==> src/hw/rtl/plti_pkg.sv <==
// shared types and constants of the piecewise-linear table interpolator
package plti_pkg;

   // payload widths fixed by the interface
   localparam int DATA_W  = 32;
   localparam int INDEX_W = 10;
   localparam int COUNT_W = 11;

   // request operation codes
   localparam logic OP_LOAD  = 1'b0;
   localparam logic OP_QUERY = 1'b1;

   // divider: quotient bits produced, bits retired per cycle, saturation point
   localparam int QUO_W       = 42;
   localparam int DIV_BITS    = 2;
   localparam int DIV_STEPS   = QUO_W / DIV_BITS;
   localparam int OFF_W       = QUO_W;
   localparam logic [QUO_W-1:0] QUO_MAX = QUO_W'(64'd1 << 40);

   // one table entry
   typedef struct packed {
      logic signed [DATA_W-1:0] x;
      logic signed [DATA_W-1:0] y;
   } point_type;

endpackage

==> src/hw/rtl/plti_div.sv <==
// unsigned 64 by 32 divider, two quotient bits per cycle, saturated quotient
module plti_div import plti_pkg::*; (
   input  logic              clock,
   input  logic              reset,
   input  logic              start,
   input  logic [63:0]       dividend,
   input  logic [31:0]       divisor,
   output logic              done,
   output logic [QUO_W-2:0]  quotient
);

   localparam int CNT_W = $clog2(DIV_STEPS + 1);

   logic             busy_ff, busy_in;
   logic             done_ff, done_in;
   logic [CNT_W-1:0] cnt_ff, cnt_in;
   logic             ovf_ff, ovf_in;
   logic [31:0]      rem_ff, rem_in;
   logic [QUO_W-1:0] low_ff, low_in;
   logic [QUO_W-1:0] quo_ff, quo_in;

   // two restoring steps per cycle; remainder stays below the divisor unless the quotient overflows
   always_comb begin
      logic [32:0] trial;
      logic [31:0] rem_v;
      logic [QUO_W-1:0] low_v;
      logic [QUO_W-1:0] quo_v;
      busy_in = busy_ff;
      done_in = 1'b0;
      cnt_in  = cnt_ff;
      ovf_in  = ovf_ff;
      rem_in  = rem_ff;
      low_in  = low_ff;
      quo_in  = quo_ff;
      rem_v   = rem_ff;
      low_v   = low_ff;
      quo_v   = quo_ff;
      trial   = '0;
      if (start) begin
         busy_in = 1'b1;
         cnt_in  = CNT_W'(DIV_STEPS);
         // quotient at or above 2^42 only when the top bits reach the divisor
         ovf_in  = {10'd0, dividend[63:QUO_W]} >= divisor;
         rem_in  = {10'd0, dividend[63:QUO_W]};
         low_in  = dividend[QUO_W-1:0];
         quo_in  = '0;
      end else if (busy_ff) begin
         for (int k = 0; k < DIV_BITS; k++) begin
            trial = {rem_v, low_v[QUO_W-1]};
            low_v = {low_v[QUO_W-2:0], 1'b0};
            if (trial >= {1'b0, divisor}) begin
               trial = trial - {1'b0, divisor};
               quo_v = {quo_v[QUO_W-2:0], 1'b1};
            end else begin
               quo_v = {quo_v[QUO_W-2:0], 1'b0};
            end
            rem_v = trial[31:0];
         end
         rem_in = rem_v;
         low_in = low_v;
         quo_in = quo_v;
         cnt_in = cnt_ff - CNT_W'(1);
         if (cnt_ff == CNT_W'(1)) begin
            busy_in = 1'b0;
            done_in = 1'b1;
         end
      end
   end

   // control registers
   always_ff @(posedge clock) begin
      if (reset) begin
         busy_ff <= 1'b0;
         done_ff <= 1'b0;
      end else begin
         busy_ff <= busy_in;
         done_ff <= done_in;
      end
   end

   // datapath registers
   always_ff @(posedge clock) begin
      cnt_ff <= cnt_in;
      ovf_ff <= ovf_in;
      rem_ff <= rem_in;
      low_ff <= low_in;
      quo_ff <= quo_in;
   end

   // clamp at 2^40
   always_comb begin
      if (ovf_ff || (quo_ff > QUO_MAX)) begin
         quotient = QUO_MAX[QUO_W-2:0];
      end else begin
         quotient = quo_ff[QUO_W-2:0];
      end
   end

   assign done = done_ff;

endmodule

==> config.mk <==
export PLATFORM = sky130hd
export DESIGN_NAME = plti_div
export DESIGN_NICKNAME = d
export VERILOG_FILES = /design/src/hw/rtl/plti_pkg.sv /design/src/hw/rtl/plti_div.sv
export SDC_FILE = /design/constraint.sdc
export NUM_CORES = 1
export LEC_CHECK = 0
export BUFFER_PORTS_ARGS = -buffer_cell sky130_fd_sc_hd__buf_2
export CORE_UTILIZATION = 38
export DETAILED_ROUTE_END_ITERATION = 10
export GPL_TIMING_DRIVEN = 0
export PLACE_DENSITY = 0.55
export SETUP_SLACK_MARGIN = 0.1
export SYNTH_ARGS = -nofsm -noshare
export SYNTH_HDL_FRONTEND = slang
export SYNTH_SLANG_ARGS = --single-unit
==> constraint.sdc <==
create_clock -name clock -period 7.1 [get_ports clock]
set_input_delay 0.71 -clock clock [delete_from_list [all_inputs] [get_ports clock]]
set_output_delay 0.71 -clock clock [all_outputs]
set_load 0.01 [all_outputs]
==> results of run 1 <==
where the power goes:
part,internal (W),leakage (nW),total [W],switching (W)
combinational,0.00127,3.67,0.00279,0.00153
clock,0.000494,0.275,0.000879,0.000386
sequential,0.000900,1.13,0.000967,0.0000666
critical path: cells and delay by family:
family,cells,cell delay (ps)
adders and majority gates,2,670
and+or+nand+nor,3,540
muxes,3,1090
AOI/OAI and AO/OA,11,3340
buffers and inverters,3,570
state kept, by name, summed over array words and instances (netlist names):
register,cells
low_ff,42
quo_ff,42
rem_ff,32
cnt_ff,5
busy_ff,1
done,1
ovf_ff,1
Yosys cell counts (10+ instances only):
| library cell | count | share of area (%) |
|---|---|---|
| sky130_fd_sc_hd__a211oi_1 | 12 | 0.92 |
| sky130_fd_sc_hd__xnor2_1 | 35 | 3.1 |
| sky130_fd_sc_hd__clkbuf_1 | 22 | 0.85 |
| sky130_fd_sc_hd__nor2_1 | 93 | 3.6 |
| sky130_fd_sc_hd__mux2_2 | 84 | 9.7 |
| sky130_fd_sc_hd__dfxtp_1 | 59 | 12 |
| sky130_fd_sc_hd__nor4_1 | 16 | 1.0 |
| sky130_fd_sc_hd__mux2i_1 | 68 | 7.0 |
| sky130_fd_sc_hd__a21oi_1 | 64 | 3.3 |
| sky130_fd_sc_hd__nand2_1 | 45 | 1.7 |
| sky130_fd_sc_hd__a21o_1 | 27 | 2.1 |
| sky130_fd_sc_hd__edfxtp_1 | 65 | 20 |
| sky130_fd_sc_hd__nor3_1 | 16 | 0.82 |
| sky130_fd_sc_hd__o21ai_0 | 45 | 2.3 |
| sky130_fd_sc_hd__nand4_1 | 13 | 0.83 |
| sky130_fd_sc_hd__ha_1 | 88 | 11 |
| sky130_fd_sc_hd__xor2_1 | 22 | 2.0 |
| sky130_fd_sc_hd__inv_1 | 59 | 2.3 |
| sky130_fd_sc_hd__o21a_1 | 10 | 0.77 |
| sky130_fd_sc_hd__and2_1 | 46 | 3.0 |
| sky130_fd_sc_hd__nand2b_1 | 12 | 0.77 |
| sky130_fd_sc_hd__nand3_1 | 22 | 1.1 |
cell usage in the layout, fill, tap and decap left out, drive strengths merged, types with 4 or more instances in the layout:
cell type,n
o21ai,47
edfxtp,65
inv,67
a21oi,64
and3,7
a311oi,4
nand2,45
ha,88
o211ai,4
a31oi,6
buf,158
o21bai,7
o311ai,5
xnor2,35
nand2b,12
and2,46
xor2,22
nor2b,7
nor3,16
nor4,16
clkbuf,39
nand4,13
a211oi,12
a21o,27
nor2,93
mux2,89
dfxtp,59
mux2i,68
o21a,10
nand3,22
cells by family after synthesis:
group	share of synthesized area [%]
muxes	17.4
AOI/OAI and AO/OA	14.9
DFF	32.1
and+or+nand+nor	14.6
xor gates and xnor gates	5.12
adders and majority gates	11.7
buffers and inverters	4.10
timing repair:
item | CTS | global route
endpoints found under the setup margin | 33 | 23
pin swaps | 2 | 1
setup buffers | 1 | 2
gates resized for setup | 2 | 5
hold buffers | 0 | 0
stage by stage:
step / worst slack (ps) / instance area (um^2) / TNS, ps / util [%]
floorplan: 894 / 9750 / 0 / -
global placement: -676 / 10900 / -16210 / 43.1
detailed placement: -689 / 10900 / -16780 / 43.1
CTS: 165 / 11500 / 0 / 45.5
global route: 126 / 11500 / 0 / 45.7
finish: 340 / 11500 / 0 / 45.7
per-layer routing:
layer | global-route usage, % | vias up
li1 | - | 4121
met1 | 28.8 | 3762
met2 | 32.4 | 156
met3 | 3.98 | 29
met4 | 6.39 | 2
met5 | 0 | -
layout make-up:
type | instances | area (um^2) | share of cell area [%]
Tap cell | 330 | 413 | 3.59
Inverter | 59 | 224 | 1.95
Buffer | 37 | 185 | 1.61
Timing Repair Buffer | 143 | 723 | 6.29
Clock inverter | 15 | 151 | 1.32
Multi-Input combinational cell | 811 | 6240 | 54.3
Sequential cell | 124 | 3130 | 27.2
Clock buffer | 17 | 425 | 3.70
worst max path at each step:
stage               startpoint          to  cells past startpoint
finish              divisor[1]  rem_ff[15]                     22
global route         rem_ff[8]  rem_ff[14]                     24
CTS                 divisor[1]  rem_ff[15]                     26
detailed placement  divisor[1]  rem_ff[19]                     24
global placement    divisor[3]  rem_ff[19]                     24
floorplan           divisor[1]  rem_ff[19]                     23
==> summary.md, run 1 <==
| Metric | Value |
|---|---|
| CTS Sinks | `124` |
| Syn nets | `1220` |
| Clk pin slew, worst setup/hold paths | `60 ps` |
| Std-Cell Core Area | `25200 um^2` |
| Wire length per cell | `17.3 um` |
| Fraction of layout cells with a size suffix above 1 | `23.5%` |
| Post-detailed-route count of antenna-violating nets | `0` |
| Delay contributed by the slowest stage of the critical path | `690 ps` |
| Total via count in the routed design | `8070` |
| Critical Path End Type | `flip-flop` |
| Worst EP required | `7270 ps` |
| Vias in the first global route | `8030` |
| Yosys reg bits | `124` |
| Tmin final | `6760 ps` |
| Prevailing post-synth register cell | `sky130_fd_sc_hd__edfxtp_1` |
| Tightest Pin Transition | `1330 ps` |
| H-Tree Depth | `4` |
| Total inserted antenna cells | `0` |
| Routed length on met3 | `1120 um` |
| Initial DRC count | `387` |
| Unrepaired setup endpoints after global routing | `false` |
| Post-layout power | `0.00464 W` |
| Die Wd | `162 um` |
| Vias per cell | `5.25` |
| R2R depth | `19` |
| Detailed-router iteration count before antenna repair | `4` |
| Number of enable flip-flop cells after synthesis | `65` |
| WL met2 | `11700 um` |
| Sequential fraction of the synthesis area | `32.1%` |
| Total routed wire length on the met1 layer | `13400 um` |
| Number of buffer cells added on primary ports | `140` |
| Total of fill cells in the finished design | `2484` |
| Sink of the worst hold path | `busy_ff` |
| Number of antenna violations at the first check in global routing | `1` |
| I/O pin total | `141` |
| Setup violators final | `0` |
| Master cell of the clock root buffer | `sky130_fd_sc_hd__clkbuf_16` |
| Vertical extent of the die | `162 um` |
| Start point of the worst min-delay path | `reset` |
| Cell with the biggest individual delay on the critical path | `sky130_fd_sc_hd__o32ai_1` |
| Type of the setup path with the least slack | `primary input to flip-flop` |
| CTS tree | `built` |
| Pwr Density | `403 nW/um^2` |
| Post-synthesis cell type count | `72` |
| Clock latency on the worst-skew pair | `430 ps` |
| Data arrival at the endpoint of the critical path | `6930 ps` |
| Worst hold stages | `2` |
| Syn Area/Cell | `9.45 um^2` |
| Critical Path Source Type | `primary input` |
| Non-filler cells in the finished layout | `1536` |
| Number of placement rows | `58` |
| Worst-path fanout max | `9` |
| Worst flop-to-flop path endpoint | `rem_ff[15]` |
| Number of nets in the layout | `1382` |
| Number of failing hold endpoints at the final stage | `0` |
| Normalized max-slew margin | `10.8%` |
| Worst-case hold slack | `458 ps` |
| Run status | `complete, no violations` |
| Area growth from synthesis to final layout | `18.0%` |
| Pin count of the biggest net entering global routing | `65` |
| Crit-path cells | `buf_2 -> inv_1 -> ha_1 -> nand2b_1 -> a211oi_2 -> o41a_1 -> and3_4 -> o211ai_2 -> a31oi_4 -> o32ai_1 -> mux2_2 -> ha_1 -> nand3_1 -> o211ai_1 -> o41ai_4 -> o311a_2 -> o311ai_1 -> a31oi_1 -> o2111ai_4 -> buf_4 -> mux2_2 -> mux2_2` |
| Highest attainable clock frequency | `148 MHz` |
| Area of the mapped netlist | `9750 um^2` |
| Leakage power total | `5.07 nW` |
| Max-capacitance violation count | `0` |
| Highest metal layer with signal wires | `met5` |
| Area enclosed by the die boundary | `26300 um^2` |
| Fin Clk Skew | `13.9 ps` |
| Num CTS Buffers | `17` |
| Period Utilization, post-route | `95.2%` |
| Total global routing overflow | `0` |
| Buffers from clock root to sink, at most | `2` |
| Worst setup slack for register-to-register paths | `370 ps` |
| R2R Path Start | `rem_ff[10]` |
| Wire length of the first global-routing pass | `42300 um` |
| Final Slew Violations | `0` |
| Number of synthesis warnings | `0` |
| Share of synthesized registers carrying an async set or reset | `0%` |
| Most used cell, CP | `sky130_fd_sc_hd__mux2_2` |
| Post-Place Cells | `1501` |
| Combined global-route utilization of all metal layers | `20.7%` |
| Routability-driven placement congestion ratio | `0.838` |
| Wirelength, routed | `26600 um` |
| Starting density of the core | `38.7%` |
| Worst voltage drop across the vdd grid | `0.000158 V` |
| Hold WC Path Type | `primary input to flip-flop` |
| Post-Syn Instances | `1031` |
| Final routed DRC violation total | `0` |
| Detailed-placement wirelength estimate | `20400 um` |
(Power assumes the default switching activity.)
==> run 2: changes to the inputs <==
Settings changed: RECOVER_POWER from default to 25.
Clock period 7.1 ns to 6.8 ns, I/O delays scaled along.
==> summary.md, run 2 (same netlist as run 1, synthesis figures left out) <==
| Metric | Value |
|---|---|
| Worst voltage drop across the vdd grid | `0.000167 V (+5.2%)` |
| Fraction of layout cells with a size suffix above 1 | `24.7% (+1.2 points)` |
| Initial DRC count | `428 (+11%)` |
| Number of buffer cells added on primary ports | `140 (unchanged)` |
| Critical Path End Type | `flip-flop` |
| Worst EP required | `6970 ps (-300 ps)` |
| Post-layout power | `0.00490 W (+5.7%)` |
| Cell with the biggest individual delay on the critical path | `sky130_fd_sc_hd__o311a_2` |
| Total via count in the routed design | `8111 (+0.51%)` |
| Worst setup slack for register-to-register paths | `270 ps (-100 ps)` |
| Detailed-router iteration count before antenna repair | `5 (+1)` |
| Highest attainable clock frequency | `152 MHz` |
| Final Slew Violations | `0 (unchanged)` |
| Number of placement rows | `58 (unchanged)` |
| Buffers from clock root to sink, at most | `2 (unchanged)` |
| Wire length of the first global-routing pass | `42300 um (+0.13%)` |
| Vias in the first global route | `8044 (+0.17%)` |
| Delay contributed by the slowest stage of the critical path | `430 ps (-260 ps)` |
| Worst flop-to-flop path endpoint | `rem_ff[15]` |
| Wirelength, routed | `26700 um (+0.28%)` |
| Number of nets in the layout | `1389 (+0.51%)` |
| Combined global-route utilization of all metal layers | `20.8% (+0.028 points)` |
| Total inserted antenna cells | `0 (unchanged)` |
| Final non-filler cell area | `11700 um^2 (+1.4%)` |
| Tmin final | `6580 ps` |
| Run status | `complete, no violations` |
| Clock latency on the worst-skew pair | `430 ps (about the same)` |
| Max-capacitance violation count | `0 (unchanged)` |
| Hold buffer count at cts | `0 (unchanged)` |
| Number of antenna violations at the first check in global routing | `1 (unchanged)` |
| Std-Cell Core Area | `25200 um^2 (unchanged)` |
| Die Wd | `162 um (unchanged)` |
| Detailed-placement wirelength estimate | `20400 um (unchanged)` |
| Starting density of the core | `38.7% (unchanged)` |
| Post-detailed-route count of antenna-violating nets | `0 (unchanged)` |
| CTS Sinks | `124 (unchanged)` |
| Worst-path fanout max | `10 (+1)` |
| Master cell of the clock root buffer | `sky130_fd_sc_hd__clkbuf_16` |
| Total cell area at the placement stage | `10900 um^2 (unchanged)` |
| I/O pin total | `141 (unchanged)` |
| Largest registers in the final layout | `low_ff: 42 flops, quo_ff: 42 flops, rem_ff: 32 flops` |
| Number of failing hold endpoints at the final stage | `0 (unchanged)` |
| Area enclosed by the die boundary | `26300 um^2 (unchanged)` |
| Capturing instance or port of the critical path | `rem_ff[15]` |
| Hold WC Path Type | `primary input to flip-flop` |
| Top library cells by usage in the layout, fill and taps aside | `sky130_fd_sc_hd__buf_2 (138), sky130_fd_sc_hd__nor2_1 (91), sky130_fd_sc_hd__ha_1 (84), sky130_fd_sc_hd__mux2_2 (83), sky130_fd_sc_hd__mux2i_1 (67)` |
| CTS tree | `built` |
| Critical Path Source Type | `primary input` |
| H-Tree Depth | `4 (unchanged)` |
| Unrepaired setup endpoints after global routing | `false` |
| Final routed DRC violation total | `0 (unchanged)` |
| Most common library cell in the layout ignoring fill and taps | `sky130_fd_sc_hd__buf_2` |
| Leakage power total | `5.11 nW (+0.68%)` |
| Normalized max-slew margin | `39.9% (+29 points)` |
| Data arrival at the endpoint of the critical path | `6750 ps (-180 ps)` |
| Clk pin slew, worst setup/hold paths | `60 ps (about the same)` |
| Vias per cell | `5.26 (about the same)` |
| R2R Path Start | `rem_ff[0]` |
| Type of the setup path with the least slack | `primary input to flip-flop` |
| Vertical extent of the die | `162 um (unchanged)` |
| Total global routing overflow | `0 (unchanged)` |
| Pwr Density | `421 nW/um^2 (+4.3%)` |
| Area growth from synthesis to final layout | `19.6%` |
| Worst-case hold slack | `428 ps (-29.9 ps)` |
| R2R depth | `24 (+5)` |
| Core Util, Final | `46.3% (+0.63 points)` |
| Pin count of the biggest net entering global routing | `65 (unchanged)` |
| Routability-driven placement congestion ratio | `0.838 (unchanged)` |
| Period Utilization, post-route | `96.7%` |
| Tightest Pin Transition | `901 ps (-433 ps)` |
| Critical Path Start | `divisor[1]` |
| Fin Clk Skew | `15.6 ps (+1.69 ps)` |
| Num CTS Buffers | `17 (unchanged)` |
| Setup Total Neg Slack | `0 ps (unchanged)` |
| Setup violators final | `0 (unchanged)` |
| Wire length per cell | `17.3 um (-0.17%)` |
## run 2: cell count changes in the layout (fill, tap and decap cells not counted), sizes merged
| cell | previous run | this run |
|---|---|---|
| clkbuf | 39 | 44 |
| inv | 67 | 66 |
| buf | 158 | 160 |
| clkinvlp | 3 | 4 |
## run 2: layout make-up
class / instances / area, um^2
buffer: 37 / 196
timing repair buffer: 150 / 779
tap: 330 / 413
inverter: 59 / 228
fill: 2467 / 13500
clock buffer: 17 / 425
multi-input combinational: 811 / 6330
clock inverter: 15 / 151
sequential: 124 / 3130
## run 2: repair_timing
| item | CTS | global route |
|---|---|---|
| buffers inserted | 1 | 9 |
| endpoints found under the hold margin | 0 | 0 |
| gates resized for setup | 9 | 17 |
| pin swaps | 2 | 5 |
| endpoints found under the setup margin | 33 | 32 |
## run 2: layer usage
layer  track usage, %  vias to the layer above  wire, um
met4             6.48                        2       476
met3             4.06                       35      1240
met1             28.8                     3782     13200
li1                 -                     4132         -
met5                0                        -        10
met2             32.4                      160     11800
## run 2: per-stage QoR
step | worst slack [ps] | cells
6_report | 224 | 1543
4_1_cts | 100 | 1534
5_1_grt | 54.3 | 1543
2_1_floorplan | 624 | 1031
3_5_place_dp | -959 | 1501
3_3_place_gp | -946 | 1501
## run 2: worst min-delay path by stage
stage          cells past startpoint    endpoint        from  slack [ps]
2_1_floorplan                      2  rem_ff[26]  rem_ff[26]         440
3_3_place_gp                       2   cnt_ff[4]   cnt_ff[4]         480
3_5_place_dp                       2   cnt_ff[4]   cnt_ff[4]         480
4_1_cts                            2     busy_ff       reset         420
5_1_grt                            2     busy_ff       reset         420
6_report                           2     busy_ff       reset         430
## run 2: worst max-delay path: cells and delay by family
family	cells	cell delay, ps
AO/OA/AOI/OAI	11	2670
AND/OR/NAND/NOR	4	620
multiplexers	3	990
buffers and inverters	6	1050
adder cells (fa/ha/maj)	2	700
## run 2: report_power, final
part           switching [W]  total [W]  internal (W)
registers          0.0000737    0.00101      0.000940
clock network       0.000403   0.000918      0.000516
logic                0.00161    0.00297       0.00136
==> run 3: changes to the inputs <==
Settings changed: ABC_CLOCK_PERIOD_IN_PS from default to 6800, CELL_PAD_IN_SITES_DETAIL_PLACEMENT from default to 0, CELL_PAD_IN_SITES_GLOBAL_PLACEMENT from default to 2, CORE_UTILIZATION 38 to 37, PLACE_DENSITY 0.55 to default, PLACE_DENSITY_LB_ADDON from default to 0.1.
==> summary.md, run 3 (same netlist as run 1, synthesis figures left out) <==
| Metric | Value |
|---|---|
| Wirelength, routed | `27900 um (+4.4%)` |
| Non-filler cells in the finished layout | `1546 (+0.19%)` |
| Routability-driven placement congestion ratio | `0.818 (-2.5%)` |
| Wire length of the first global-routing pass | `43600 um (+2.9%)` |
| Setup violators final | `0 (unchanged)` |
| Clk pin slew, worst setup/hold paths | `70 ps (about the same)` |
| Post-Place Cells | `1507 (+0.40%)` |
| Number of failing hold endpoints at the final stage | `0 (unchanged)` |
| Number of nets in the layout | `1387 (-0.14%)` |
| Num CTS Buffers | `17 (unchanged)` |
| Buffers from clock root to sink, at most | `2 (unchanged)` |
| Multi-input gate area | `6300 um^2 (-0.45%)` |
| Area enclosed by the die boundary | `27000 um^2 (+2.7%)` |
| Number of placement rows | `59 (+1.7%)` |
| Total global routing overflow | `0 (unchanged)` |
| Pwr Density | `429 nW/um^2 (+1.9%)` |
| Hold WC Path Type | `primary input to flip-flop` |
| Data arrival at the endpoint of the critical path | `6730 ps (-20 ps)` |
| Wire length per cell | `18.0 um (+4.2%)` |
| Final routed DRC violation total | `0 (unchanged)` |
| Number of buffer cells added on primary ports | `140 (unchanged)` |
| Fraction of layout cells with a size suffix above 1 | `24.8% (+0.041 points)` |
| Worst setup slack for register-to-register paths | `260 ps (about the same)` |
| Total of fill cells in the finished design | `2621 (+6.2%)` |
| Post-detailed-route count of antenna-violating nets | `0 (unchanged)` |
| Vertical extent of the die | `164 um (+1.3%)` |
| Std-Cell Core Area | `25900 um^2 (+2.9%)` |
| Normalized max-slew margin | `-101% (-140 points)` |
| Hold buffer count at cts | `0 (unchanged)` |
| Master cell of the clock root buffer | `sky130_fd_sc_hd__clkbuf_16` |
| Clock latency on the worst-skew pair | `420 ps (about the same)` |
| Area growth from synthesis to final layout | `20.0%` |
| Core Util, Final | `45.1% (-1.2 points)` |
| Tightest Pin Transition | `3000 ps (+2100 ps)` |
| Unrepaired setup endpoints after global routing | `false` |
| Combined global-route utilization of all metal layers | `21.3% (+0.55 points)` |
| Highest attainable clock frequency | `153 MHz (+0.40%)` |
| Type of the setup path with the least slack | `primary input to flip-flop` |
| Fin Clk Skew | `12.9 ps (-2.70 ps)` |
| Pin count of the biggest net entering global routing | `65 (unchanged)` |
| Run status | `finished, violations left` |
| Period Utilization, post-route | `96.3% (-0.38 points)` |
| Vias per cell | `5.27 (+0.18%)` |
| R2R Path Start | `rem_ff[16]` |
| CTS tree | `built` |
| CTS Sinks | `124 (unchanged)` |
| Die Wd | `164 um (+1.3%)` |
| Largest registers in the final layout | `low_ff: 42 flops, quo_ff: 42 flops, rem_ff: 32 flops` |
| Detailed-router iteration count before antenna repair | `5 (unchanged)` |
| Detailed-placement wirelength estimate | `21600 um (+5.9%)` |
| H-Tree Depth | `4 (unchanged)` |
| Critical Path End Type | `flip-flop` |
| Start point of the worst min-delay path | `reset` |
| Initial DRC count | `421 (-1.6%)` |
| Critical Path Source Type | `primary input` |
| Vias in the first global route | `7774 (-3.4%)` |
| Total via count in the routed design | `8141 (+0.37%)` |
| Number of antenna violations at the first check in global routing | `0 (-1)` |
| Worst voltage drop across the vdd grid | `0.000177 V (+6.2%)` |
| Most common library cell in the layout ignoring fill and taps | `sky130_fd_sc_hd__buf_2` |
| I/O pin total | `141 (unchanged)` |
| Tmin final | `6550 ps (-25.9 ps)` |
| Critical Path Start | `divisor[1]` |
| Top library cells by usage in the layout, fill and taps aside | `sky130_fd_sc_hd__buf_2 (140), sky130_fd_sc_hd__nor2_1 (91), sky130_fd_sc_hd__ha_1 (86), sky130_fd_sc_hd__mux2_2 (82), sky130_fd_sc_hd__mux2i_1 (68)` |
| Worst-path fanout max | `10 (unchanged)` |
| Leakage power total | `5.16 nW (+0.92%)` |
| Starting density of the core | `37.6% (-1.1 points)` |
| Final Slew Violations | `65 (+65)` |
| Max-capacitance violation count | `1 (+1)` |
| Flip-flop and latch area | `3130 um^2 (unchanged)` |
| Total inserted antenna cells | `0 (unchanged)` |
| Worst EP required | `6980 ps (about the same)` |
| Violated checks | `capacitance limit, slew limit` |
run 3: cell count changes in the layout (fill, tap and decap cells not counted), sizes merged:
cell	delta
bufinv	+1
buf	+2
inv	-2
clkinvlp	-3
run 3: critical path: stages:
cell	delay (ps)
sky130_fd_sc_hd__buf_2	70
sky130_fd_sc_hd__inv_1	130
sky130_fd_sc_hd__ha_1	340
sky130_fd_sc_hd__nand2b_1	90
sky130_fd_sc_hd__a211oi_2	240
sky130_fd_sc_hd__o41a_1	250
sky130_fd_sc_hd__and3_4	260
sky130_fd_sc_hd__o211ai_2	160
sky130_fd_sc_hd__a31oi_4	280
sky130_fd_sc_hd__o32a_2	240
sky130_fd_sc_hd__buf_6	210
sky130_fd_sc_hd__buf_12	190
sky130_fd_sc_hd__buf_8	190
sky130_fd_sc_hd__mux2_2	380
sky130_fd_sc_hd__ha_2	390
sky130_fd_sc_hd__a2111o_1	230
sky130_fd_sc_hd__nor3_1	70
sky130_fd_sc_hd__nor2_1	170
sky130_fd_sc_hd__o41ai_4	140
sky130_fd_sc_hd__o311a_2	440
sky130_fd_sc_hd__o311ai_2	360
sky130_fd_sc_hd__a31oi_2	190
sky130_fd_sc_hd__o2111ai_4	140
sky130_fd_sc_hd__buf_6	200
sky130_fd_sc_hd__mux2_2	360
sky130_fd_sc_hd__mux2_2	270
run 3: metrics by stage:
step	total power [W]	instance area, um^2	TNS (ps)	worst slack, ps	hold slack, ps
detailed placement	0.00389	10900	-34520	-1260	488
finish	0.00501	11700	0	249	462
floorplan	0.00323	9750	0	624	443
global route	0.00540	11700	0	102	428
CTS	0.00498	11600	0	111	432
global placement	0.00390	10900	-34230	-1240	482
run 3: layout make-up:
class                           count  share of cell area (%)
Tap cell                          335                    3.59
Sequential cell                   124                    26.8
Multi-Input combinational cell    811                    53.9
Buffer                             36                    1.73
Clock inverter                     11                    1.19
Clock buffer                       21                    4.32
Timing Repair Buffer              149                    6.56
Inverter                           59                    1.90
run 3: report_power, final:
group / internal [W] / switching, W
Combinational: 0.00137 / 0.00163
Sequential: 0.000942 / 0.0000680
Clock: 0.000618 / 0.000386
run 3: final timing paths:
check,endpoint,cells past startpoint
worst min register to register,cnt_ff[1],2
worst min-delay path,busy_ff,2
worst max-delay path,rem_ff[16],26
worst max register to register,rem_ff[16],24
run 3: per-layer routing:
layer  up-vias  global-route usage (%)  wire [um]
li1       4133                       -          -
met1      3850                    29.7      13800
met2       146                    34.2      12900
met3        12                    3.13        877
met4         0                    5.56        326
met5         -                       0          0
run 3: timing repair:
item	CTS	global route
setup buffers	3	5
endpoints found under the setup margin	33	32
pin swaps	3	5
resized for setup	14	15
endpoints found under the hold margin	0	0
